<file path="src/hdl/sdr_pkg.sv">
// ----------------------------------------------------------------------------
// sdr_pkg
// Shared types and constants of the SDI-12 frame receiver: channel payloads,
// configuration register map, receiver phases and result kinds.
// ----------------------------------------------------------------------------
package sdr_pkg;

  // run counter width, default for the top level parameter
  localparam int COUNT_BITS_DEF = 32;

  localparam int CFG_W     = 32;
  localparam int CFG_IDX_W = 8;
  localparam int CHAR_W    = 7;
  localparam int DUR_W     = 32;
  localparam int BIT_IDX_W = 4;

  // configuration register indexes
  localparam logic [CFG_IDX_W-1:0] REG_BIT_SAMPLES         = CFG_IDX_W'(0);
  localparam logic [CFG_IDX_W-1:0] REG_FIRST_SAMPLE_OFFSET = CFG_IDX_W'(1);
  localparam logic [CFG_IDX_W-1:0] REG_BREAK_MIN_SAMPLES   = CFG_IDX_W'(2);
  localparam logic [CFG_IDX_W-1:0] REG_BREAK_MAX_SAMPLES   = CFG_IDX_W'(3);

  // reset values of the configuration registers
  localparam logic [CFG_W-1:0] BIT_SAMPLES_RST         = CFG_W'(833);
  localparam logic [CFG_W-1:0] FIRST_SAMPLE_OFFSET_RST = CFG_W'(1250);
  localparam logic [CFG_W-1:0] BREAK_MIN_SAMPLES_RST   = CFG_W'(11600);
  localparam logic [CFG_W-1:0] BREAK_MAX_SAMPLES_RST   = CFG_W'(12400);

  // result kinds
  localparam logic [1:0] FK_DATA  = 2'd0;
  localparam logic [1:0] FK_BREAK = 2'd1;
  localparam logic [1:0] FK_MARK  = 2'd2;

  // index of the parity bit; data bits come before it, stop bit after
  localparam logic [BIT_IDX_W-1:0] PARITY_IDX = BIT_IDX_W'(CHAR_W);
  localparam logic [BIT_IDX_W-1:0] STOP_IDX   = BIT_IDX_W'(CHAR_W + 1);

  typedef enum logic [1:0] {
    PH_WAIT = 2'd0,
    PH_CHAR = 2'd1,
    PH_HELD = 2'd2,
    PH_MARK = 2'd3
  } phase_t;

  typedef struct packed {
    logic line_level;
  } sdr_in_t;

  typedef struct packed {
    logic [1:0]        frame_kind;
    logic [CHAR_W-1:0] char_value;
    logic              parity_fail;
    logic              stop_fail;
    logic [DUR_W-1:0]  duration;
  } sdr_result_t;

  typedef struct packed {
    logic [CFG_IDX_W-1:0] reg_index;
    logic [CFG_W-1:0]     wdata;
  } sdr_cfg_wr_t;

  typedef struct packed {
    logic [CFG_W-1:0] bit_samples;
    logic [CFG_W-1:0] first_sample_offset;
    logic [CFG_W-1:0] break_min_samples;
    logic [CFG_W-1:0] break_max_samples;
  } sdr_cfg_t;

endpackage

</file>
<file path="src/hdl/sdr_cfg_regs.sv">
// ----------------------------------------------------------------------------
// sdr_cfg_regs
// Configuration register file: bit timing and break window, written by index.
// ----------------------------------------------------------------------------
module sdr_cfg_regs
  import sdr_pkg::*;
(
  input  logic        clk,
  input  logic        rst_n,
  input  logic        wr_en,
  input  sdr_cfg_wr_t wr,
  output sdr_cfg_t    cfg
);

  sdr_cfg_t cfg_r;
  sdr_cfg_t cfg_nxt;

  always_comb begin
    cfg_nxt = cfg_r;
    if (wr_en) begin
      case (wr.reg_index)
        REG_BIT_SAMPLES:         cfg_nxt.bit_samples         = wr.wdata;
        REG_FIRST_SAMPLE_OFFSET: cfg_nxt.first_sample_offset = wr.wdata;
        REG_BREAK_MIN_SAMPLES:   cfg_nxt.break_min_samples   = wr.wdata;
        REG_BREAK_MAX_SAMPLES:   cfg_nxt.break_max_samples   = wr.wdata;
        default:                 cfg_nxt = cfg_r;
      endcase
    end
  end

  always_ff @(posedge clk) begin
    if (!rst_n) begin
      cfg_r.bit_samples         <= BIT_SAMPLES_RST;
      cfg_r.first_sample_offset <= FIRST_SAMPLE_OFFSET_RST;
      cfg_r.break_min_samples   <= BREAK_MIN_SAMPLES_RST;
      cfg_r.break_max_samples   <= BREAK_MAX_SAMPLES_RST;
    end else begin
      cfg_r <= cfg_nxt;
    end
  end

  assign cfg = cfg_r;

endmodule

</file>
<file path="config.mk">
export PLATFORM = sky130hd
export DESIGN_NAME = sdr_cfg_regs
export DESIGN_NICKNAME = d
export VERILOG_FILES = /design/src/hdl/sdr_pkg.sv /design/src/hdl/sdr_cfg_regs.sv
export SDC_FILE = /design/constraint.sdc
export NUM_CORES = 1
export LEC_CHECK = 0
export BUFFER_PORTS_ARGS = -buffer_cell sky130_fd_sc_hd__buf_2
export CAP_MARGIN = 10
export CORE_ASPECT_RATIO = 0.8
export CORE_MARGIN = 2
export CORE_UTILIZATION = 50
export CTS_BUF_LIST = sky130_fd_sc_hd__clkbuf_16
export DETAILED_ROUTE_END_ITERATION = 8
export GPL_TIMING_DRIVEN = 0
export PLACE_DENSITY_LB_ADDON = 0.2
export RECOVER_POWER = 100
export SLEW_MARGIN = 20
export SYNTH_ARGS = -nofsm -noshare
export SYNTH_HDL_FRONTEND = slang
export SYNTH_SLANG_ARGS = --single-unit
</file>
<file path="constraint.sdc">
create_clock -name clk -period 2.05 [get_ports clk]
set_input_delay 0.41 -clock clk [delete_from_list [all_inputs] [get_ports clk]]
set_output_delay 0.41 -clock clk [all_outputs]
set_load 0.005 [all_outputs]
</file>
==> flow_summary_export.csv <==
group,metric,value,unit
job,maxCapViolCount,0,
synthesis,synth-seq-cells,128,
setup_path,crit_type,"input port to flop",
place,io_buffers,169,
power,vdd_drop_max,519,uV
setup_path,crit_chain,"clkbuf_1, nor4b_4, and4bb_2, clkbuf_1, buf_8, mux2i_1",
route,post_drt_wl_per_cell,16.4,um
synthesis,ys_seq_area_share,52.5,%
route,top_layer_used,"met4",
global_routing,antenna_found_initial,0,
timing,hold_viol,0,
setup_path,r2r-start,"cfg[42]$_SDFFE_PN1P_",
floorplan,die_y,92.4,um
route,wl_met1,5.69,mm
setup_path,r2r_slack,1.40,ns
clocking,cts_root_buffer,"clkbuf_16",
synthesis,synth.distinct_cells,13,
outcome,status,"finished, final reports clean",
clocking,cts.repair.resized,0,
clocking,htree_levels,4,
floorplan,rows,32,
route,post-route-drc-count,0,
setup_path,critPathLaunch,"wr[38]",
global_routing,grt-ovfl-total,0,
floorplan,io_pins,171,
timing,period_share,79.8,%
setup_path,cp-end-kind,"flop",
synthesis,synth_area,4880,sq um
setup_path,reg2regPathDepth,2,
power,p_seq_share,44.0,%
cells_and_area,final_area,6330,sq um
cells_and_area,multi_input_area,2070,sq um
power,powerDensity,895,nW/um^2
floorplan,start_util,51.0,%
cells_and_area,regArea,2560,sq um
power,netSwitchingPower,0.00130,W
setup_path,crit_required,2.38,ns
synthesis,synth_cells,465,
place,place_area,5880,sq um
timing,tightest_slew,0.765,ns
cells_and_area,largest_reg_flops,128,
setup_path,crit_arrival,1.97,ns
setup_path,rr_endpoint,"cfg[42]$_SDFFE_PN1P_",
power,p_leak,3.18,nW
power,p_int,0.00436,W
route,num_vias,3941,
timing,holdWs,0.271,ns
route,met3_wirelength,796,um
clocking,worstSkewPairLatency,0.41,ns
floorplan,die_x,115,um
global_routing,grt_max_degree,17,
power,p_sw_share,23.0,%
clocking,clock-sinks,128,
setup_path,cp-start-kind,"input port",
clocking,clock_path_buffers,2,
clocking,cts_tree,"built",
synthesis,yosys.area.top_type,"dfxtp_1",
setup_path,path_common_cell,"clkbuf_1",
route,met2_length,6.27,mm
synthesis,syn-num-nets,508,
timing,setup_violations,0,
power,p_clk_share,52.6,%
timing,slew_headroom,49.0,%
route,totalWireLength,12.9,mm
global_routing,grt_pass1_wl,20.4,mm
global_routing,grt_use_total,24.9,%
global_routing,grt_pass1_vias,4101,
cells_and_area,num_antenna_cells,0,
timing,tns,0,ns
clocking,post_cts_buffers,0,
timing,rsz0062_at_grt,"no",
timing,drv_slew,0,
synthesis,synth_top_cell_area_share,52.5,%
cells_and_area,final_cells,785,
place,dpl.hpwl,9.25,mm
cells_and_area,fillers,826,
cells_and_area,area_delta_synth_final,29.5,%
power,power_frac_comb,3.4,%
clocking,cts.reportedPaths.clkPinSlew,0.06,ns
cells_and_area,drive_gt1_share,22.7,%
clocking,cts_buffers,17,
floorplan,die_area,10600,sq um
clocking,cts.hold.buffers_added,0,
timing,finalCriticalPeriod,1.64,ns
cells_and_area,nets,696,
route,viasPerCell,5.02,
setup_path,cpPeakStageDelay,0.37,ns
place,place.gp.congestion,0.789,
route,drt-pass1-iter-count,4,
synthesis,synthTopCellsByArea,"dfxtp_1, mux2i_1, nand2_1",
route,drt_iter0_drc,174,
route,ant_nets,0,
floorplan,coreArea,9570,sq um
timing,fmax,611,MHz
place,dp_cells,753,
setup_path,slowest_stage,"nor4b_4",
timing,clock_skew,0,ns
synthesis,ys.warnings.count,0,
setup_path,critPathCapture,"cfg[100]$_SDFFE_PN0P_",
worst_hold_path,hp-class,"input port to flop",
synthesis,syn_avg_cell_area,10.5,sq um
setup_path,worst-path-max-fanout,10,
[layout by cell type (no fill, tap or decap)]
master      count
nand2_1       139
mux2i_1       128
dfxtp_1       128
buf_2         106
clkbuf_1       84
nor2b_1        32
clkbuf_16      17
buf_6           4
clkbuf_2        4
clkinvlp_4      4
inv_6           4
buf_8           3
clkinv_4        3
nand4b_1        2
bufinv_16       2
nor4b_4         1
nor3_2          1
and4bb_2        1
nand4_1         1
clkinv_2        1
clkinv_1        1
[area by class of cell]
| cell class | instances | share of cell area (%) |
|---|---|---|
| multi-input combinational | 305 | 32.8 |
| buffer | 32 | 2.99 |
| sequential | 128 | 40.5 |
| timing repair buffer | 169 | 12.1 |
| tap | 119 | 2.35 |
| clock inverter | 15 | 2.53 |
| clock buffer | 17 | 6.72 |
[power by group through the flow]
| stage | clock network, W | logic, W | registers (W) |
|---|---|---|---|
| 4_1_cts | 0.00300 | 0.000197 | 0.00249 |
| 3_5_place_dp | 0 | 0.000196 | 0.00255 |
| 5_1_grt | 0.00310 | 0.000214 | 0.00249 |
| 2_1_floorplan | 0 | 0.000100 | 0.00255 |
| 3_3_place_gp | 0 | 0.000192 | 0.00255 |
| 6_report | 0.00298 | 0.000193 | 0.00249 |
[worst min path at each step]
stage                                      from               endpoint  slack, ns  cells past startpoint
after floorplan           cfg[100]$_SDFFE_PN0P_  cfg[100]$_SDFFE_PN0P_       0.45                      2
after global placement    cfg[118]$_SDFFE_PN0P_  cfg[118]$_SDFFE_PN0P_       0.44                      2
after detailed placement  cfg[123]$_SDFFE_PN0P_  cfg[123]$_SDFFE_PN0P_       0.44                      2
after CTS                                 wr[1]   cfg[65]$_SDFFE_PN1P_       0.26                      3
after global routing                      wr[5]    cfg[5]$_SDFFE_PN1P_       0.29                      3
final                                     wr[7]   cfg[71]$_SDFFE_PN1P_       0.27                      3
[Yosys cell counts, drive strengths merged]
library cell	n
nand2	139
dfxtp	128
mux2i	128
nor2b	32
clkbuf	18
buf	14
nand4b	2
and4bb	1
nand4	1
nor3	1
nor4b	1
[routing by layer]
metal,up-vias,GRT usage (%)
li1,1908,-
met1,1893,30.8
met2,124,42.2
met3,16,7.40
met4,0,7.32
met5,-,0
[per-stage QoR]
step	total power [W]	worst slack, ns	utilization (%)
after floorplan	0.00265	0.505	-
after global placement	0.00274	0.195	61.4
after detailed placement	0.00274	0.152	61.4
after CTS	0.00569	0.573	67.6
after global routing	0.00580	0.217	66.1
final	0.00566	0.413	66.1
[cells by family (layout without fill, tap and decap cells)]
kind of cell  Yosys count  count (layout)  share of synthesized area, %
buf+inv                32             233                          4.71
simple gates          177             177                          16.6
mux                   128             128                          26.2
flops                 128             128                          52.5
[worst max-delay path, delay by kind of cell]
family | cells | cell delay (ns)
AND/OR/NAND/NOR | 2 | 0.64
multiplexers | 1 | 0.21
buffers and inverters | 3 | 0.70
(Power assumes the default switching activity.)
