## src/hdl/sdr_pkg.sv

```systemverilog
// ----------------------------------------------------------------------------
// sdr_pkg
// Shared types and constants of the SDI-12 frame receiver: channel payloads,
// configuration register map, receiver phases and result kinds.
// ----------------------------------------------------------------------------
package sdr_pkg;

  // run counter width, default for the top level parameter
  localparam int COUNT_BITS_DEF = 32;

  localparam int CFG_W     = 32;
  localparam int CFG_IDX_W = 8;
  localparam int CHAR_W    = 7;
  localparam int DUR_W     = 32;
  localparam int BIT_IDX_W = 4;

  // configuration register indexes
  localparam logic [CFG_IDX_W-1:0] REG_BIT_SAMPLES         = CFG_IDX_W'(0);
  localparam logic [CFG_IDX_W-1:0] REG_FIRST_SAMPLE_OFFSET = CFG_IDX_W'(1);
  localparam logic [CFG_IDX_W-1:0] REG_BREAK_MIN_SAMPLES   = CFG_IDX_W'(2);
  localparam logic [CFG_IDX_W-1:0] REG_BREAK_MAX_SAMPLES   = CFG_IDX_W'(3);

  // reset values of the configuration registers
  localparam logic [CFG_W-1:0] BIT_SAMPLES_RST         = CFG_W'(833);
  localparam logic [CFG_W-1:0] FIRST_SAMPLE_OFFSET_RST = CFG_W'(1250);
  localparam logic [CFG_W-1:0] BREAK_MIN_SAMPLES_RST   = CFG_W'(11600);
  localparam logic [CFG_W-1:0] BREAK_MAX_SAMPLES_RST   = CFG_W'(12400);

  // result kinds
  localparam logic [1:0] FK_DATA  = 2'd0;
  localparam logic [1:0] FK_BREAK = 2'd1;
  localparam logic [1:0] FK_MARK  = 2'd2;

  // index of the parity bit; data bits come before it, stop bit after
  localparam logic [BIT_IDX_W-1:0] PARITY_IDX = BIT_IDX_W'(CHAR_W);
  localparam logic [BIT_IDX_W-1:0] STOP_IDX   = BIT_IDX_W'(CHAR_W + 1);

  typedef enum logic [1:0] {
    PH_WAIT = 2'd0,
    PH_CHAR = 2'd1,
    PH_HELD = 2'd2,
    PH_MARK = 2'd3
  } phase_t;

  typedef struct packed {
    logic line_level;
  } sdr_in_t;

  typedef struct packed {
    logic [1:0]        frame_kind;
    logic [CHAR_W-1:0] char_value;
    logic              parity_fail;
    logic              stop_fail;
    logic [DUR_W-1:0]  duration;
  } sdr_result_t;

  typedef struct packed {
    logic [CFG_IDX_W-1:0] reg_index;
    logic [CFG_W-1:0]     wdata;
  } sdr_cfg_wr_t;

  typedef struct packed {
    logic [CFG_W-1:0] bit_samples;
    logic [CFG_W-1:0] first_sample_offset;
    logic [CFG_W-1:0] break_min_samples;
    logic [CFG_W-1:0] break_max_samples;
  } sdr_cfg_t;

endpackage

```

## src/hdl/sdr_decoder.sv

```systemverilog
// ----------------------------------------------------------------------------
// sdr_decoder
// Sample register followed by the receiver state machine: edge detection,
// run timing for break and marking, bit sampling, parity and stop checks.
// ----------------------------------------------------------------------------
module sdr_decoder
  import sdr_pkg::*;
#(
  parameter int COUNT_BITS = COUNT_BITS_DEF
) (
  input  logic        clk,
  input  logic        rst_n,
  input  logic        in_valid,
  input  logic        in_level,
  output logic        in_ready,
  input  sdr_cfg_t    cfg,
  input  logic        res_free,
  output logic        res_valid,
  output sdr_result_t res
);

  localparam int CMP_W = (COUNT_BITS > DUR_W) ? COUNT_BITS : DUR_W;
  localparam logic [CMP_W-1:0] DUR_MAX = CMP_W'({DUR_W{1'b1}});

  // sample register
  logic stage_valid_r;
  logic stage_level_r;

  // receiver state
  phase_t                phase_r, phase_nxt;
  logic                  last_level_r, last_level_nxt;
  logic [COUNT_BITS-1:0] run_r, run_nxt;
  logic [CFG_W-1:0]      cnt_r, cnt_nxt;
  logic [BIT_IDX_W-1:0]  bit_idx_r, bit_idx_nxt;
  logic [CHAR_W-1:0]     shift_r, shift_nxt;
  logic                  parity_bad_r, parity_bad_nxt;
  logic                  chk_off_r, chk_off_nxt;

  logic                  lvl;
  logic                  rising;
  logic                  fire;
  logic [CMP_W-1:0]      run_ext;
  logic                  in_win;
  logic [COUNT_BITS-1:0] run_inc;
  logic [CFG_W-1:0]      bit_reload;
  logic [CFG_W-1:0]      first_reload;
  logic                  chk_eff;
  logic                  char_brk;
  logic                  due;
  logic                  stop_step;
  logic                  char_hold;
  logic                  char_done;
  logic                  held_brk;
  logic                  held_done;
  logic                  mark_end;
  logic [DUR_W-1:0]      run_dur;

  assign lvl    = stage_level_r;
  assign rising = lvl && !last_level_r;

  assign run_ext = CMP_W'(run_r);
  assign in_win  = (run_ext >= CMP_W'(cfg.break_min_samples)) &&
                   (run_ext <= CMP_W'(cfg.break_max_samples));
  assign run_inc = (run_r == {COUNT_BITS{1'b1}}) ? run_r : run_r + COUNT_BITS'(1);
  assign run_dur = (run_ext > DUR_MAX) ? {DUR_W{1'b1}} : run_ext[DUR_W-1:0];

  // zero timing registers behave as one
  assign bit_reload   = (cfg.bit_samples == '0) ? CFG_W'(1) : cfg.bit_samples;
  assign first_reload = (cfg.first_sample_offset == '0) ? CFG_W'(1)
                                                         : cfg.first_sample_offset;

  // event decode for the current sample
  assign char_brk  = (phase_r == PH_CHAR) && !chk_off_r && !lvl && in_win;
  assign chk_eff   = chk_off_r || !lvl;
  assign due       = (cnt_r <= CFG_W'(1));
  assign stop_step = (phase_r == PH_CHAR) && !char_brk && due && (bit_idx_r >= STOP_IDX);
  assign char_hold = stop_step && lvl && !chk_eff;
  assign char_done = stop_step && !char_hold;
  assign held_brk  = (phase_r == PH_HELD) && !lvl && in_win;
  assign held_done = (phase_r == PH_HELD) && !lvl && !in_win;
  assign mark_end  = (phase_r == PH_MARK) && lvl;

  // result block
  always_comb begin
    res_valid        = 1'b0;
    res.frame_kind   = FK_DATA;
    res.char_value   = '0;
    res.parity_fail  = 1'b0;
    res.stop_fail    = 1'b0;
    res.duration     = '0;
    case (phase_r)
      PH_CHAR: begin
        if (char_brk) begin
          res_valid      = 1'b1;
          res.frame_kind = FK_BREAK;
          res.duration   = run_dur;
        end else if (char_done) begin
          res_valid       = 1'b1;
          res.char_value  = shift_r;
          res.parity_fail = parity_bad_r;
          res.stop_fail   = lvl;
        end
      end
      PH_HELD: begin
        if (held_brk) begin
          res_valid      = 1'b1;
          res.frame_kind = FK_BREAK;
          res.duration   = run_dur;
        end else if (held_done) begin
          res_valid       = 1'b1;
          res.char_value  = shift_r;
          res.parity_fail = parity_bad_r;
          res.stop_fail   = 1'b1;
        end
      end
      PH_MARK: begin
        if (mark_end) begin
          res_valid      = 1'b1;
          res.frame_kind = FK_MARK;
          res.duration   = run_dur;
        end
      end
      default: res_valid = 1'b0;
    endcase
    // an empty sample register gives no result
    if (!stage_valid_r) begin
      res_valid = 1'b0;
    end
  end

  // the sample is consumed unless its result would hit a full output slot
  assign fire     = stage_valid_r && (!res_valid || res_free);
  assign in_ready = !stage_valid_r || fire;

  // next state block
  always_comb begin
    phase_nxt      = phase_r;
    last_level_nxt = lvl;
    run_nxt        = run_r;
    cnt_nxt        = cnt_r;
    bit_idx_nxt    = bit_idx_r;
    shift_nxt      = shift_r;
    parity_bad_nxt = parity_bad_r;
    chk_off_nxt    = chk_off_r;
    case (phase_r)
      PH_CHAR: begin
        if (char_brk) begin
          phase_nxt = PH_MARK;
          run_nxt   = COUNT_BITS'(1);
        end else begin
          if (!chk_off_r) begin
            chk_off_nxt = chk_eff;
            if (lvl) begin
              run_nxt = run_inc;
            end
          end
          if (!due) begin
            cnt_nxt = cnt_r - CFG_W'(1);
          end else begin
            cnt_nxt = bit_reload;
            if (bit_idx_r < PARITY_IDX) begin
              // low on the line reads as one
              shift_nxt[bit_idx_r[2:0]] = !lvl;
              bit_idx_nxt = bit_idx_r + BIT_IDX_W'(1);
            end else if (bit_idx_r == PARITY_IDX) begin
              parity_bad_nxt = (^shift_r) ^ !lvl;
              bit_idx_nxt    = STOP_IDX;
            end else if (char_hold) begin
              phase_nxt = PH_HELD;
            end else begin
              phase_nxt = PH_WAIT;
            end
          end
        end
      end
      PH_HELD: begin
        if (lvl) begin
          run_nxt = run_inc;
        end else if (in_win) begin
          phase_nxt = PH_MARK;
          run_nxt   = COUNT_BITS'(1);
        end else begin
          phase_nxt = PH_WAIT;
        end
      end
      PH_MARK: begin
        if (!lvl) begin
          run_nxt = run_inc;
        end else begin
          // edge that ends marking starts a character with no break check
          phase_nxt      = PH_CHAR;
          chk_off_nxt    = 1'b1;
          run_nxt        = COUNT_BITS'(1);
          cnt_nxt        = first_reload;
          bit_idx_nxt    = '0;
          shift_nxt      = '0;
          parity_bad_nxt = 1'b0;
        end
      end
      default: begin
        phase_nxt = PH_WAIT;
        if (rising) begin
          phase_nxt      = PH_CHAR;
          chk_off_nxt    = 1'b0;
          run_nxt        = COUNT_BITS'(1);
          cnt_nxt        = first_reload;
          bit_idx_nxt    = '0;
          shift_nxt      = '0;
          parity_bad_nxt = 1'b0;
        end
      end
    endcase
  end

  always_ff @(posedge clk) begin
    if (!rst_n) begin
      stage_valid_r <= 1'b0;
    end else if (in_ready) begin
      stage_valid_r <= in_valid;
    end
  end

  always_ff @(posedge clk) begin
    if (in_ready && in_valid) begin
      stage_level_r <= in_level;
    end
  end

  always_ff @(posedge clk) begin
    if (!rst_n) begin
      phase_r      <= PH_WAIT;
      last_level_r <= 1'b0;
      run_r        <= '0;
      cnt_r        <= '0;
      bit_idx_r    <= '0;
      shift_r      <= '0;
      parity_bad_r <= 1'b0;
      chk_off_r    <= 1'b0;
    end else if (fire) begin
      phase_r      <= phase_nxt;
      last_level_r <= last_level_nxt;
      run_r        <= run_nxt;
      cnt_r        <= cnt_nxt;
      bit_idx_r    <= bit_idx_nxt;
      shift_r      <= shift_nxt;
      parity_bad_r <= parity_bad_nxt;
      chk_off_r    <= chk_off_nxt;
    end
  end

  // a held character only exists while the break check is still armed
  a_held_armed: assert property (@(posedge clk) disable iff (!rst_n)
    phase_r == PH_HELD |-> !chk_off_r)
    else $error("held character with break check off");

  a_mark_start: assert property (@(posedge clk) disable iff (!rst_n)
    fire && phase_r == PH_MARK && lvl |=> phase_r == PH_CHAR && chk_off_r)
    else $error("end of marking did not start an unchecked character");

  a_bit_idx: assert property (@(posedge clk) disable iff (!rst_n)
    phase_r == PH_CHAR |-> bit_idx_r <= STOP_IDX)
    else $error("bit index past stop bit");

  a_stall_hold: assert property (@(posedge clk) disable iff (!rst_n)
    stage_valid_r && !fire |=> stage_valid_r && $stable(stage_level_r) &&
                               $stable(phase_r) && $stable(run_r))
    else $error("stalled sample or state changed");

endmodule

```

## config.mk

```make
export PLATFORM = sky130hd
export DESIGN_NAME = sdr_decoder
export DESIGN_NICKNAME = d
export VERILOG_FILES = /design/src/hdl/sdr_pkg.sv /design/src/hdl/sdr_decoder.sv
export SDC_FILE = /design/constraint.sdc
export NUM_CORES = 1
export LEC_CHECK = 0
export BUFFER_PORTS_ARGS = -buffer_cell sky130_fd_sc_hd__buf_4
export CAP_MARGIN = 20
export CORE_ASPECT_RATIO = 1.5
export CORE_UTILIZATION = 55
export CTS_CLUSTER_DIAMETER = 30
export DETAILED_ROUTE_END_ITERATION = 8
export GPL_ROUTABILITY_DRIVEN = 0
export HOLD_SLACK_MARGIN = 0.1
export PLACE_DENSITY = 0.8
export SYNTH_ARGS = -nofsm -noshare
export SYNTH_HDL_FRONTEND = slang
export SYNTH_SLANG_ARGS = --single-unit
```

## constraint.sdc

```tcl
create_clock -name clk -period 8 [get_ports clk]
set_clock_uncertainty 0.2 [all_clocks]
set_input_delay 2.4 -clock clk [delete_from_list [all_inputs] [get_ports clk]]
set_output_delay 2.4 -clock clk [all_outputs]
set_load 0.02 [all_outputs]
```

==> results.sh <==
export IMPL_cp_end_kind="output port"
export IMPL_ys_flop_type="dfxtp_1"
export IMPL_finalSetupTns_ns=0
export IMPL_status="complete, no violations"
export IMPL_synth_top_cell_area_share_pct=21.7
export IMPL_crit_arrival_ns=5.07
export IMPL_antenna_cells=0
export IMPL_synth_mux_area_share_pct=0.419
export IMPL_grt_ovfl_total=0
export IMPL_synthSimpleGateAreaFrac_pct=27.0
export IMPL_grt_max_degree=71
export IMPL_drive_above_1_share_pct=20.3
export IMPL_leakagePower_uw=0.00395
export IMPL_worst_path_max_fanout=32
export IMPL_synth_compound_area_share_pct=26.1
export IMPL_ctsResizeCount=0
export IMPL_post_route_util_pct=70.3
export IMPL_yosysUniqueCellTypes=75
export IMPL_cp_buffers_inverters=4
export IMPL_finalCritPeriodShare_pct=95.9
export IMPL_finalSetupViolCount=0
export IMPL_coreArea_um2=13100
export IMPL_port_buffers=177
export IMPL_wl_per_cell_um=16.6
export IMPL_post_cts_setup_buffer_count=0
export IMPL_htree_levels=3
export IMPL_place_inst=1301
export IMPL_initial_core_util_pct=57.0
export IMPL_die_area_um2=14000
export IMPL_synth_top_cell_by_area="dfxtp_1"
export IMPL_syn_cell_area_um2=7460
export IMPL_ys_seq_area_share_pct=22.1
export IMPL_cts_made_buffers=9
export IMPL_cts_sinks=82
export IMPL_grt_busiest_layer="met2"
export IMPL_rsz0062_at_grt="no"
export IMPL_cp_common_cell="buf_4"
export IMPL_grt_pass1_wl_mm=35.6
export IMPL_startpoint_type="input pin"
export IMPL_fin_nets=1360
export IMPL_ir_drop_mv=0.104
export IMPL_rows=51
export IMPL_clk_pin_slew_ns=0.06
export IMPL_grt_pass1_vias=7589
export IMPL_ys_ff_latch=82
export IMPL_stdcell_count=1318
export IMPL_num_vias=8173
export IMPL_yosys_area_share_adder_pct=12.2
export IMPL_syn_nets=1206
export IMPL_die_x_um=97.1
export IMPL_synth_cells=1000
export IMPL_use_met2_pct=58.5
export IMPL_cp_data_required_time_ns=5.40
export IMPL_cts_root_buffer="clkbuf_16"
export IMPL_clk_latency_ns=0.35
export IMPL_synth_avg_cell_area_um2=7.46
export IMPL_synth_edf_count=1
export IMPL_synth_top_family_by_area="simple AND/OR/NAND/NOR gates"
export IMPL_met1_usage_pct=33.3
export IMPL_tritoncts="yes"
export IMPL_slew_headroom_pct=38.6
export IMPL_clockBufferDepth=2
export IMPL_r2r_slack_ns=3.84
export IMPL_powerDensity_nw_per_um2=132
export IMPL_cap_violations=0
export IMPL_cp_top_family="simple AND/OR/NAND/NOR gates"
export IMPL_tightestPinTransition_ns=0.913
export IMPL_dpl_hpwl_mm=16.6
export IMPL_area_growth_pct=23.4
export IMPL_io_pins=178
export IMPL_die_height_um=145
export IMPL_drc=0
export IMPL_slew_violations=0
export IMPL_antenna_found_initial=0
export IMPL_ys_top_cells_by_area="dfxtp_1 (22%), ha_1 (12%), a21oi_1 (5.7%), inv_1 (4.7%), nand2_1 (3.8%)"
export IMPL_hold_class="reg -> reg"
export IMPL_yosysWarnings=0
export IMPL_synth_xor_area_share_pct=3.99
export IMPL_ant_nets=0
export IMPL_crit_path_max_incr_delay_ns=0.56
export IMPL_met3_usage_pct=3.77
export IMPL_cp_slowest_cell="nor4_1"
export IMPL_fin_hold_ws_ns=0.267
export IMPL_synthArstFlopShare_pct=0
export IMPL_via_per_inst=6.20
export IMPL_cts_hold_buf=0
export IMPL_grt_use_total_pct=31.0
export IMPL_routed_wl_mm=21.9
export IMPL_crit_path_cell_trace="buf_4 > inv_1 > ha_1 > nand4_1 > nor4_1 > and2_1 > o22ai_1 > a211oi_2 > o21ai_0 > a21oi_2 > buf_4 > and2_1 > buf_4"
export IMPL_first_iter_violations=377
export IMPL_fmax_mhz=130
export IMPL_critPathKind="in -> out"
export IMPL_drt_first_pass_iters=5
export IMPL_min_period_ns=7.67
export IMPL_timing_hold_violations_final=0
cells in the mapped netlist (5+ instances only):
| cell type | number |
|---|---|
| inv_1 | 93 |
| a21oi_1 | 85 |
| dfxtp_1 | 81 |
| nand2_1 | 76 |
| nor2_1 | 75 |
| ha_1 | 73 |
| o21ai_0 | 42 |
| clkbuf_1 | 35 |
| a211oi_1 | 34 |
| and2_1 | 33 |
| nor3_1 | 30 |
| nand4_1 | 29 |
| nor4_1 | 29 |
| nand3_1 | 27 |
| xnor2_1 | 24 |
| o31ai_1 | 19 |
| or3_1 | 18 |
| or4_1 | 17 |
| a22oi_1 | 13 |
| a221oi_1 | 12 |
| o211ai_1 | 11 |
| a21o_1 | 10 |
| xor2_1 | 10 |
| o22ai_1 | 8 |
| and3_1 | 6 |
| and4_1 | 6 |
| a31o_2 | 5 |
| o21a_1 | 5 |
| o21ai_1 | 5 |
metal layers:
layer | routed length (um) | vias to the layer above
met2 | 11300 | 356
met4 | 996 | 0
li1 | - | 4032
met1 | 8240 | 3714
met3 | 1420 | 71
met5 | 0 | -
metrics by stage:
stage	worst slack (ns)	area, um2	total power [uW]
6_report	0.330	9200	1220
3_3_place_gp	0.410	8850	737
3_5_place_dp	0.302	8850	740
4_1_cts	0.298	9190	1220
2_1_floorplan	0.424	7460	637
5_1_grt	0.116	9200	1270
worst register-to-register path, cell delays in order, from the launching register on:
cell and delay, ns:
dfxtp_1 0.36, or4_1 0.65, nor4_1 0.49, and4_1 0.72
a31oi_2 0.22, o31ai_4 0.33, a31o_4 0.52, o31ai_2 0.15
buf_4 0.22, o21ba_2 0.24
layout make-up:
class	instances	area, um2
Clock buffer	9	225
Clock inverter	7	118
Fill cell	1128	3880
Inverter	93	349
Multi-Input combinational cell	776	5220
Sequential cell	82	1650
Tap cell	159	199
Timing Repair Buffer	192	1440
where the power goes:
group          internal (uW)  total, uW  switching, uW
Sequential               421        439           17.8
Combinational            132        297            165
Clock                    305        482            177
Total                    858       1220            360
state kept, by name, summed over array words and instances (netlist names):
signal and flops:
chk_off_r 1, bit_idx_r 4, stage_valid_r 1, cnt_r 32
shift_r 7, parity_bad_r 1, last_level_nxt 1, phase_r 2
run_ext 32, last_level_r 1
path summary, 6_finish.rpt:
kind	startpoint	end	cells past startpoint
setup / recovery	cfg[30]	res[17]	13
hold / removal	last_level_r$_SDFFE_PN0N_	last_level_r$_SDFFE_PN0N_	2
setup reg to reg	cnt_r[2]$_SDFFE_PN0P_	run_ext[23]$_SDFFE_PN0P_	9
hold reg to reg	last_level_r$_SDFFE_PN0N_	last_level_r$_SDFFE_PN0N_	2
logic make-up (layout without fill, tap and decap cells):
family / count (synthesis) / after routing
mux: 3 / 3
xor+xnor: 34 / 34
flops: 82 / 82
buf+inv: 142 / 301
compound gates: 290 / 290
fa+ha+maj: 73 / 73
simple gates: 376 / 376
cell usage in the layout (no fill, tap or decap), types with 6 or more instances in the layout:
cell type	n
nor3_1	30
nand3_1	27
dfxtp_1	81
ha_1	73
buf_4	192
a21o_1	10
clkbuf_16	9
o211ai_1	11
or3_1	18
nand2_1	76
a211oi_1	33
or4_1	17
inv_1	93
o31ai_1	19
and2_1	33
a21oi_1	84
o21ai_0	42
o22ai_1	8
xnor2_1	24
nand4_1	29
and3_1	6
a22oi_1	13
nor2_1	75
and4_1	6
a221oi_1	12
xor2_1	10
nor4_1	29
(Power assumes the default switching activity.)
