$ cat src/hdl/sdr_pkg.sv
// ----------------------------------------------------------------------------
// sdr_pkg
// Shared types and constants of the SDI-12 frame receiver: channel payloads,
// configuration register map, receiver phases and result kinds.
// ----------------------------------------------------------------------------
package sdr_pkg;

  // run counter width, default for the top level parameter
  localparam int COUNT_BITS_DEF = 32;

  localparam int CFG_W     = 32;
  localparam int CFG_IDX_W = 8;
  localparam int CHAR_W    = 7;
  localparam int DUR_W     = 32;
  localparam int BIT_IDX_W = 4;

  // configuration register indexes
  localparam logic [CFG_IDX_W-1:0] REG_BIT_SAMPLES         = CFG_IDX_W'(0);
  localparam logic [CFG_IDX_W-1:0] REG_FIRST_SAMPLE_OFFSET = CFG_IDX_W'(1);
  localparam logic [CFG_IDX_W-1:0] REG_BREAK_MIN_SAMPLES   = CFG_IDX_W'(2);
  localparam logic [CFG_IDX_W-1:0] REG_BREAK_MAX_SAMPLES   = CFG_IDX_W'(3);

  // reset values of the configuration registers
  localparam logic [CFG_W-1:0] BIT_SAMPLES_RST         = CFG_W'(833);
  localparam logic [CFG_W-1:0] FIRST_SAMPLE_OFFSET_RST = CFG_W'(1250);
  localparam logic [CFG_W-1:0] BREAK_MIN_SAMPLES_RST   = CFG_W'(11600);
  localparam logic [CFG_W-1:0] BREAK_MAX_SAMPLES_RST   = CFG_W'(12400);

  // result kinds
  localparam logic [1:0] FK_DATA  = 2'd0;
  localparam logic [1:0] FK_BREAK = 2'd1;
  localparam logic [1:0] FK_MARK  = 2'd2;

  // index of the parity bit; data bits come before it, stop bit after
  localparam logic [BIT_IDX_W-1:0] PARITY_IDX = BIT_IDX_W'(CHAR_W);
  localparam logic [BIT_IDX_W-1:0] STOP_IDX   = BIT_IDX_W'(CHAR_W + 1);

  typedef enum logic [1:0] {
    PH_WAIT = 2'd0,
    PH_CHAR = 2'd1,
    PH_HELD = 2'd2,
    PH_MARK = 2'd3
  } phase_t;

  typedef struct packed {
    logic line_level;
  } sdr_in_t;

  typedef struct packed {
    logic [1:0]        frame_kind;
    logic [CHAR_W-1:0] char_value;
    logic              parity_fail;
    logic              stop_fail;
    logic [DUR_W-1:0]  duration;
  } sdr_result_t;

  typedef struct packed {
    logic [CFG_IDX_W-1:0] reg_index;
    logic [CFG_W-1:0]     wdata;
  } sdr_cfg_wr_t;

  typedef struct packed {
    logic [CFG_W-1:0] bit_samples;
    logic [CFG_W-1:0] first_sample_offset;
    logic [CFG_W-1:0] break_min_samples;
    logic [CFG_W-1:0] break_max_samples;
  } sdr_cfg_t;

endpackage

$ cat src/hdl/sdr_out_reg.sv
// ----------------------------------------------------------------------------
// sdr_out_reg
// Result register between the decoder and the result channel.
// ----------------------------------------------------------------------------
module sdr_out_reg
  import sdr_pkg::*;
(
  input  logic        clk,
  input  logic        rst_n,
  input  logic        load,
  input  sdr_result_t load_data,
  output logic        free,
  output logic        out_valid,
  input  logic        out_ready,
  output sdr_result_t out_data
);

  logic        valid_r;
  logic        valid_nxt;
  sdr_result_t data_r;

  assign free = !valid_r || out_ready;

  always_comb begin
    valid_nxt = valid_r;
    if (out_ready) begin
      valid_nxt = 1'b0;
    end
    if (load) begin
      valid_nxt = 1'b1;
    end
  end

  always_ff @(posedge clk) begin
    if (!rst_n) begin
      valid_r <= 1'b0;
    end else begin
      valid_r <= valid_nxt;
    end
  end

  always_ff @(posedge clk) begin
    if (load) begin
      data_r <= load_data;
    end
  end

  assign out_valid = valid_r;
  assign out_data  = data_r;

  // a waiting result is never overwritten
  a_no_overwrite: assert property (@(posedge clk) disable iff (!rst_n)
    valid_r && !out_ready |-> !load)
    else $error("result overwritten while waiting");

endmodule

$ cat config.mk
export PLATFORM = sky130hd
export DESIGN_NAME = sdr_out_reg
export DESIGN_NICKNAME = d
export VERILOG_FILES = /design/src/hdl/sdr_pkg.sv /design/src/hdl/sdr_out_reg.sv
export SDC_FILE = /design/constraint.sdc
export NUM_CORES = 1
export LEC_CHECK = 0
export BUFFER_PORTS_ARGS = -buffer_cell sky130_fd_sc_hd__buf_4
export CAP_MARGIN = 30
export CORE_ASPECT_RATIO = 0.75
export CORE_MARGIN = 3
export CORE_UTILIZATION = 43
export CTS_CLUSTER_SIZE = 20
export DETAILED_ROUTE_END_ITERATION = 8
export PLACE_DENSITY = 0.92
export SLEW_MARGIN = 5
export SYNTH_ARGS = -nofsm -noshare
export SYNTH_HDL_FRONTEND = slang
export SYNTH_SLANG_ARGS = --single-unit
export TNS_END_PERCENT = 20
$ cat constraint.sdc
create_clock -name clk -period 0.9 [get_ports clk]
set_input_delay 0.09 -clock clk [delete_from_list [all_inputs] [get_ports clk]]
set_output_delay 0.09 -clock clk [all_outputs]
set_load 0.01 [all_outputs]
==> impl_metrics.tcl, run 1 <==
set metrics [dict create \
    die_w_um 70.5 \
    clock_sinks 44 \
    io_pins 92 \
    yosys_warnings 0 \
    start_util_pct 48.2 \
    syn_area_sq_mm 0.00134 \
    synthesis.nets 94 \
    place.gp.congestion 0.697 \
    post-cts-setup-buffer-count 0 \
    netlist_instances 47 \
    synth-seq-area-share_pct 97.9 \
    avgSynthCellArea_sq_um 28.5 \
    ctsResizeCount 30 \
    row_count 16 \
    clockBufferDepth 2 \
    stop_error "[ERROR DPL-0033] detailed placement checks failed during check placement." \
    cts_made_buffers 5 \
    status "stopped before the end" \
    cts-root-buf "clkbuf_8" \
    ys_types 5 \
    stop_stage "4_1_cts" \
    yosys_register_bits 44 \
    port_buffers 91 \
    holdBufCountCts 43 \
    cts-htree-levels 2 \
    die_height_um 54.3 \
]
[metrics by stage]
step                area (sq um)  instances  setup slack (ns)  utilization, %
detailed placement          2110        176             0.201            75.8
floorplan                   1340         47             0.236               -
global placement            2110        176             0.223            75.8
[cells by family after synthesis]
group           Yosys count  synth area share, %
buf+inv                   1                0.280
flops                    44                 97.9
simple gates              1                 1.03
compound gates            1                0.840
[synth_stat cells, drive strengths merged]
cell	count	area (sq um)
edfxtp	43	1290
a21boi	1	11.3
dfxtp	1	20.0
inv	1	3.75
nand2b	1	13.8
==> inputs of run 2 (changes only) <==
Settings changed: CORE_AREA set to 3 3 64 66, CORE_ASPECT_RATIO 0.75 to not set, CORE_MARGIN 3 to not set, CORE_UTILIZATION 43 to not set, CTS_CLUSTER_SIZE 20 to not set, DIE_AREA set to 0 0 67 69, PLACE_DENSITY 0.92 to not set, PLACE_DENSITY_LB_ADDON set to 0.15.
==> run 2 against run 1 <==
Compared with the run above: the flow now finishes, with violations (negative setup slack); area after synthesis did not move; synthesized cell count did not move.
==> impl_metrics.tcl, run 2 <==
set metrics [dict create \
    first_iter_violations 35 \
    die_height_um 69 \
    avgSynthCellArea_sq_um 28.5 \
    hold_viol_final 0 \
    core_sq_mm 0.00363 \
    dpl_cell_area_sq_mm 0.00212 \
    dp.cells 188 \
    fin_ws_ns -0.0263 \
    max_freq_ghz 1.08 \
    rr_worst_depth 3 \
    swShare_pct 19.6 \
    insertion_delay_ns 0.29 \
    drive_gt1_share_pct 54.2 \
    finalSetupViolations 16 \
    violations "negative setup slack" \
    grt_pass1_vias 1121 \
    multi_input_area_sq_um 25.0 \
    drtAntennaViolNets 0 \
    syn_area_sq_mm 0.00134 \
    die_area_sq_mm 0.00462 \
    drc 0 \
    hold_slack_ns 0.0270 \
    final_common_cell "buf_4" \
    synthesis.nets 94 \
    maxSlewViolCount 0 \
    cts-htree-levels 2 \
    netlist_instances 47 \
    cts.clk_slew.worst_paths_ns 0.08 \
    path_max_fanout 1 \
    synth-seq-area-share_pct 97.9 \
    synth_flop_cell "edfxtp_1" \
    viasPerCell 4.13 \
    synth-edff-count 43 \
    regArea_sq_mm 0.00131 \
    grt_use_total_pct 16.9 \
    synthArstFlopShare_pct 0 \
    cp_cell_sequence "buf_6" \
    stdcell_count 240 \
    antenna_cells 0 \
    min_path_type "primary input to register" \
    yosys_warnings 0 \
    fin_crit_sh_pct 103 \
    grt_max_degree 24 \
    clock_sinks 44 \
    start_util_pct 36.9 \
    cts_made_buffers 5 \
    start_kind "register" \
    cts-root-buf "clkbuf_8" \
    row_count 22 \
    io_pins 92 \
    worstSetupPathDepth 1 \
    p_seq_share_pct 53.1 \
    final_cell_mix "buf_4, dlygate4sd3_1, edfxtp_1, buf_6, clkbuf_8" \
    drv_cap 0 \
    r2r-start "out_valid$_SDFFE_PN0P_" \
    intPower_uw 3790 \
    antenna_found_initial 0 \
    largest_register_ffs 43 \
    nets 238 \
    yosysMostFrequentCell "edfxtp_1" \
    n_fill_cell 200 \
    ff2ff_setup_slack_ns 0.17 \
    grt_first_pass_wirelength_um 5480 \
    drt-pass1-iter-count 4 \
    yosys_register_bits 44 \
    r2r_end "out_valid$_SDFFE_PN0P_" \
    status "complete, but fails checks" \
    endpoint_kind "output pin" \
    path_buf_inv 1 \
    clockBufferDepth 2 \
    slowest_delay_ns 0.41 \
    rsz0062_at_grt "yes" \
    startpoint "out_data[27]$_DFFE_PP_" \
    cp_data_required_time_ns 0.81 \
    area_growth_syn_to_layout_pct 111 \
    die_w_um 67 \
    grt_overflow_total 0 \
    synth_top_area_share_pct 96.4 \
    p_leak_uw 0.00119 \
    cpMaxStageDelayCell "edfxtp_1" \
    worstSetupPathType "register to output pin" \
    p_switching_uw 924 \
    pwr-share-comb_pct 16.7 \
    yosysTopAreaCell "edfxtp_1" \
    clock_power_share_pct 30.2 \
    ys_top_cells_by_count "edfxtp_1, a21boi_2, dfxtp_1, inv_1, nand2b_4" \
    totalWireLength_um 3560 \
    place.gp.congestion 0.700 \
    powerDensity_mw_per_mm2 1670 \
    cp.arrival_ns 0.84 \
    ys_types 5 \
    slew-limit-headroom_pct 91.7 \
    wl_per_cell_um 14.8 \
    total_power_uw 4710 \
    finalInstanceArea_sq_mm 0.00282 \
    tightestPinTransition_ns 0.125 \
    port_buffers 91 \
    synthTopCellsByArea "edfxtp_1, dfxtp_1, nand2b_4" \
    endpoint "out_data[27]" \
    ir_drop_uv 1340 \
    via_count 992 \
    finalClockSkew_ns 0 \
    critical_path.top_delay_family "flip-flops" \
    cts_tree "done" \
    layout_min_cycle_time_ns 0.926 \
]
-- run 2: cell type report --
cell class / instances / area share, %
well taps: 48 / 2.13
repair buffers: 137 / 46.6
flip-flops and latches: 44 / 46.5
inverters: 1 / 0.133
clock inverters: 2 / 1.24
multi-input cells: 2 / 0.886
clock buffers: 6 / 2.57
-- run 2: worst min-delay path by stage --
| stage | from | to | slack, ns | depth (start not counted) |
|---|---|---|---|---|
| floorplan | load_data[0] | out_data[0]$_DFFE_PP_ | 0.19 | 0 |
| global placement | load_data[18] | out_data[18]$_DFFE_PP_ | 0.27 | 1 |
| detailed placement | load_data[0] | out_data[0]$_DFFE_PP_ | 0.27 | 1 |
| CTS | rst_n | out_valid$_SDFFE_PN0P_ | 0.02 | 2 |
| global route | rst_n | out_valid$_SDFFE_PN0P_ | 0.03 | 2 |
| finish | rst_n | out_valid$_SDFFE_PN0P_ | 0.03 | 2 |
-- run 2: kinds of logic after synthesis --
group                  after synthesis  synth area share (%)
buffers and inverters                1                 0.280
AOI/OAI and AO/OA                    1                 0.840
and+or+nand+nor                      1                  1.03
DFF                                 44                  97.9
-- run 2: per-layer routing --
layer / part of all wire (%) / vias up / GRT usage [%]
met5: 0 / - / 0
met4: 2.2 / 0 / 6.98
met3: 9.8 / 10 / 8.79
met2: 59 / 57 / 30.0
met1: 29 / 450 / 15.4
li1: - / 475 / -
-- run 2: metrics by stage --
stage / utilization, % / setup TNS (ns) / setup WS [ns]
3_5_place_dp: 58.4 / 0 / 0.214
2_1_floorplan: - / 0 / 0.236
5_1_grt: 77.7 / -1.73 / -0.0675
6_report: 77.7 / -0.147 / -0.0263
4_1_cts: 75.2 / -0.360 / -0.0398
3_3_place_gp: 58.4 / 0 / 0.224
-- run 2: timing repair --
item,CTS,global route
resized for setup,20,22
setup buffers,0,1
setup endpoints to repair,33,45
hold buffers,43,0
hold endpoints to repair,43,0
-- run 2: power groups by stage --
| stage | Combinational, uW | Clock [uW] | Sequential, uW |
|---|---|---|---|
| 4_1_cts | 735 | 1450 | 2480 |
| 6_report | 785 | 1430 | 2500 |
| 5_1_grt | 833 | 1550 | 2520 |
| 3_3_place_gp | 543 | 0 | 2510 |
| 3_5_place_dp | 548 | 0 | 2520 |
| 2_1_floorplan | 9.96 | 0 | 2610 |
(Power assumes the default switching activity.)
==> inputs of run 3 (changes only) <==
Settings changed: MAX_ROUTING_LAYER set to met4, PLACE_DENSITY_LB_ADDON 0.15 to 0.3.
==> run 3 against run 2 <==
Compared with the run above: the run still ends with negative setup slack left; global-route usage fell by 1.2 points; sequential share of layout area is 0.48 points higher; maximum frequency is 1.8% higher; critical path type unchanged; largest cell class unchanged; largest power group unchanged.
==> impl_metrics.tcl, run 3 (synthesis results as in run 2) <==
set metrics [dict create \
    cts_tree "done" \
    intPower_uw 3510 \
    viasPerCell 4.18 \
    grt_max_degree 28 \
    dp.cells 189 \
    clockBufferDepth 2 \
    p_seq_share_pct 57.1 \
    drv_cap 0 \
    antenna_found_initial 0 \
    die_w_um 67 \
    path_max_fanout 1 \
    pre_cts_ws_ns 0.161 \
    clock_power_share_pct 24.9 \
    regArea_sq_mm 0.00131 \
    start_util_pct 36.9 \
    ir_drop_uv 952 \
    cp_data_required_time_ns 0.81 \
    worstSetupPathType "register to output pin" \
    core_sq_mm 0.00363 \
    largest_register_ffs 43 \
    area_growth_syn_to_layout_pct 109 \
    total_power_uw 4390 \
    cts-root-buf "clkbuf_8" \
    cp_cell_sequence "buf_6" \
    m1WireLength_um 1160 \
    met3_length_um 285 \
    drt-pass1-iter-count 3 \
    slew-limit-headroom_pct 90.4 \
    finalClockSkew_ns 0 \
    maxSlewViolCount 0 \
    status "complete, but fails checks" \
    multi_input_area_sq_um 25.0 \
    fin_ws_ns -0.0103 \
    place.gp.congestion 0.641 \
    totalWireLength_um 3680 \
    wl_met2_um 2200 \
    rsz0062_at_grt "yes" \
    io_pins 92 \
    critical_path.top_delay_family "flip-flops" \
    swShare_pct 20.1 \
    cts_made_buffers 5 \
    grt_use_total_pct 15.7 \
    port_buffers 91 \
    slowest_delay_ns 0.41 \
    nets 239 \
    insertion_delay_ns 0.27 \
    fin_crit_sh_pct 101 \
    p_leak_uw 0.00118 \
    die_height_um 69 \
    drive_gt1_share_pct 53.4 \
    tightestPinTransition_ns 0.144 \
    endpoint_kind "output pin" \
    antenna_cells 0 \
    path_buf_inv 1 \
    layout_min_cycle_time_ns 0.910 \
    cpMaxStageDelayCell "edfxtp_1" \
    cts.clk_slew.worst_paths_ns 0.07 \
    violations "negative setup slack" \
    grt_first_pass_wirelength_um 5190 \
    p_switching_uw 882 \
    cts-htree-levels 2 \
    final_common_cell "buf_4" \
    via_count 1008 \
    min_path_type "primary input to register" \
    clock_sinks 44 \
    grt_overflow_total 0 \
    hold_viol_final 0 \
    drtAntennaViolNets 0 \
    start_kind "register" \
    powerDensity_mw_per_mm2 1570 \
    n_fill_cell 215 \
    final_cell_mix "buf_4, dlygate4sd3_1, edfxtp_1, buf_6, clkbuf_8" \
    cp.arrival_ns 0.82 \
    pwr-share-comb_pct 18.0 \
    row_count 22 \
    die_area_sq_mm 0.00462 \
    finalSetupViolations 9 \
    max_freq_ghz 1.10 \
    wl_per_cell_um 15.3 \
    grt_pass1_vias 1113 \
    first_iter_violations 25 \
    drc 0 \
    top_layer_used "met4" \
    stdcell_count 241 \
]
==> run 3: cell type report <==
class,instances,share of cell area (%)
Clock buffer,7,2.73
Inverter,1,0.134
Sequential cell,44,47.0
Clock inverter,1,0.134
Multi-Input combinational cell,2,0.895
Tap cell,48,2.15
Timing Repair Buffer,138,47.0
==> run 3: through the flow <==
stage          hold WS, ns  instance area [sq um]  util [%]  TNS, ns
2_1_floorplan        0.189                   1340         -        0
3_3_place_gp         0.268                   2120      58.3        0
3_5_place_dp         0.269                   2120      58.3        0
4_1_cts             0.0396                   2660      73.2  -0.0981
5_1_grt             0.0334                   2800      76.9    -1.24
6_report            0.0431                   2800      76.9  -0.0384
==> run 3: layer usage <==
metal	up-vias	GRT usage, %
met4	0	5.18
met2	58	29.6
met1	471	14.4
li1	474	-
met5	-	-
met3	5	4.40
==> run 3: power groups by stage <==
stage / sequential (uW) / clock (uW) / combinational, uW
3_3_place_gp: 2510 / 0 / 535
6_report: 2510 / 1090 / 791
2_1_floorplan: 2610 / 0 / 9.96
4_1_cts: 2480 / 1140 / 711
5_1_grt: 2520 / 1230 / 837
3_5_place_dp: 2520 / 0 / 544
==> run 3: worst paths after layout <==
check                                       startpoint                endpoint  slack [ns]  depth (start not counted)
worst max-delay path            out_data[12]$_DFFE_PP_            out_data[12]       -0.01                          1
worst min register to register  out_valid$_SDFFE_PN0P_  out_valid$_SDFFE_PN0P_        0.58                          3
worst max register to register  out_valid$_SDFFE_PN0P_  out_valid$_SDFFE_PN0P_        0.18                          3
worst min-delay path                             rst_n  out_valid$_SDFFE_PN0P_        0.04                          2
==> run 3: timing repair <==
| item | 4_1_cts | 5_1_grt |
|---|---|---|
| hold buffers | 43 | 0 |
| endpoints found under the setup margin | 13 | 44 |
| setup buffers | 0 | 1 |
| endpoints found under the hold margin | 43 | 0 |
| gates resized for setup | 9 | 34 |
| pin swaps | 0 | 0 |
==> inputs of run 4 (changes only) <==
--- a/constraint.sdc
+++ b/constraint.sdc
@@ -3,2 +3,2 @@
 set_output_delay 0.09 -clock clk [all_outputs]
-set_load 0.01 [all_outputs]
+set_load 0.1 [all_outputs]
==> run 4 against run 3 <==
Compared with the run above: the run still ends with negative setup slack left; clock power is 30% higher; critical endpoint is now out_data[21]; final area increased by 2.4%; clock skew stayed put; die area did not move; worst hold slack better by 0.0080 ns; highest routed layer unchanged; via count rose by 1.1%.
==> impl_metrics.tcl, run 4 (synthesis results as in run 2) <==
set metrics [dict create \
    viasPerCell 4.25 \
    largest_register_ffs 43 \
    cts_made_buffers 5 \
    io_pins 92 \
    cpMaxStageDelayCell "edfxtp_1" \
    pre_cts_ws_ns 0.131 \
    nets 238 \
    cts-htree-levels 2 \
    drive_gt1_share_pct 54.7 \
    multi_input_area_sq_um 25.0 \
    max_freq_ghz 1.01 \
    cp.arrival_ns 0.90 \
    port_buffers 91 \
    cp_data_required_time_ns 0.81 \
    area_growth_syn_to_layout_pct 114 \
    clockBufferDepth 2 \
    antenna_cells 0 \
    cp_cell_sequence "buf_6" \
    clock_sinks 44 \
    met3_length_um 333 \
    top_layer_used "met4" \
    start_kind "register" \
    wl_met2_um 1850 \
    place.gp.congestion 0.635 \
    endpoint_kind "output pin" \
    fin_ws_ns -0.0876 \
    cts_tree "done" \
    drtAntennaViolNets 0 \
    core_sq_mm 0.00363 \
    drc 0 \
    ir_drop_uv 1310 \
    antenna_found_initial 0 \
    first_iter_violations 58 \
    n_fill_cell 204 \
    min_path_type "primary input to register" \
    drv_cap 0 \
    p_leak_uw 0.00120 \
    grt_use_total_pct 16.4 \
    grt_max_degree 27 \
    die_height_um 69 \
    rsz0062_at_grt "yes" \
    fin_crit_sh_pct 110 \
    regArea_sq_mm 0.00132 \
    wl_per_cell_um 14.0 \
    hold_viol_final 0 \
    status "complete, but fails checks" \
    via_count 1019 \
    maxSlewViolCount 0 \
    start_util_pct 36.9 \
    total_power_uw 5830 \
    die_w_um 67 \
    row_count 22 \
    die_area_sq_mm 0.00462 \
    m1WireLength_um 1120 \
    finalClockSkew_ns 0 \
    path_buf_inv 1 \
    slowest_delay_ns 0.41 \
    layout_min_cycle_time_ns 0.988 \
    cts.clk_slew.worst_paths_ns 0.08 \
    finalSetupViolations 45 \
    tightestPinTransition_ns 0.210 \
    insertion_delay_ns 0.28 \
    worstSetupPathType "register to output pin" \
    path_max_fanout 1 \
    violations "negative setup slack" \
    grt_first_pass_wirelength_um 5340 \
    cts-root-buf "clkbuf_8" \
    drt-pass1-iter-count 4 \
    critical_path.top_delay_family "flip-flops" \
    powerDensity_mw_per_mm2 2040 \
    final_cell_mix "buf_4, dlygate4sd3_1, edfxtp_1, buf_6, clkbuf_8" \
    final_common_cell "buf_4" \
    slew-limit-headroom_pct 86.0 \
    grt_pass1_vias 1146 \
    grt_overflow_total 0 \
    totalWireLength_um 3350 \
]
run 4: path summary, 6_finish.rpt:
check	start	to	slack, ns	cells past startpoint
setup / recovery	out_data[21]$_DFFE_PP_	out_data[21]	-0.09	1
hold / removal	rst_n	out_valid$_SDFFE_PN0P_	0.05	2
setup reg to reg	out_valid$_SDFFE_PN0P_	out_valid$_SDFFE_PN0P_	0.15	3
hold reg to reg	out_valid$_SDFFE_PN0P_	out_valid$_SDFFE_PN0P_	0.63	3
run 4: layout make-up:
| type | instances | share of cell area, % |
|---|---|---|
| Timing Repair Buffer | 137 | 47.0 |
| Clock inverter | 3 | 1.49 |
| Sequential cell | 44 | 46.0 |
| Inverter | 1 | 0.131 |
| Tap cell | 48 | 2.10 |
| Clock buffer | 5 | 2.40 |
| Multi-Input combinational cell | 2 | 0.875 |
run 4: repair_timing:
item | in CTS | in global routing
hold endpoints to repair | 43 | 0
gates resized for setup | 47 | 2
cloned | 0 | 0
hold buffers | 43 | 0
buffers inserted | 1 | 0
endpoints found under the setup margin | 45 | 45
run 4: power by group:
part	switching, uW	internal (uW)	total, uW
Clock	602	820	1420
Sequential	76.8	2430	2510
Combinational	1330	574	1900
run 4: through the flow:
step           instance area (sq um)  util (%)  cells  hold slack (ns)  setup TNS (ns)
3_5_place_dp                    2130      58.5    188            0.270               0
6_report                        2860      78.8    240           0.0511           -2.81
3_3_place_gp                    2130      58.5    188            0.268               0
2_1_floorplan                   1340         -     47            0.189           -4.17
5_1_grt                         2860      78.8    240           0.0447           -4.84
4_1_cts                         2850      78.5    240           0.0235           -3.57
run 4: per-layer routing:
metal  vias to the layer above  track usage, %
met5                         -               -
met4                         0            4.73
met3                         7            5.54
met2                        65            29.0
met1                       475            16.6
li1                        472               -
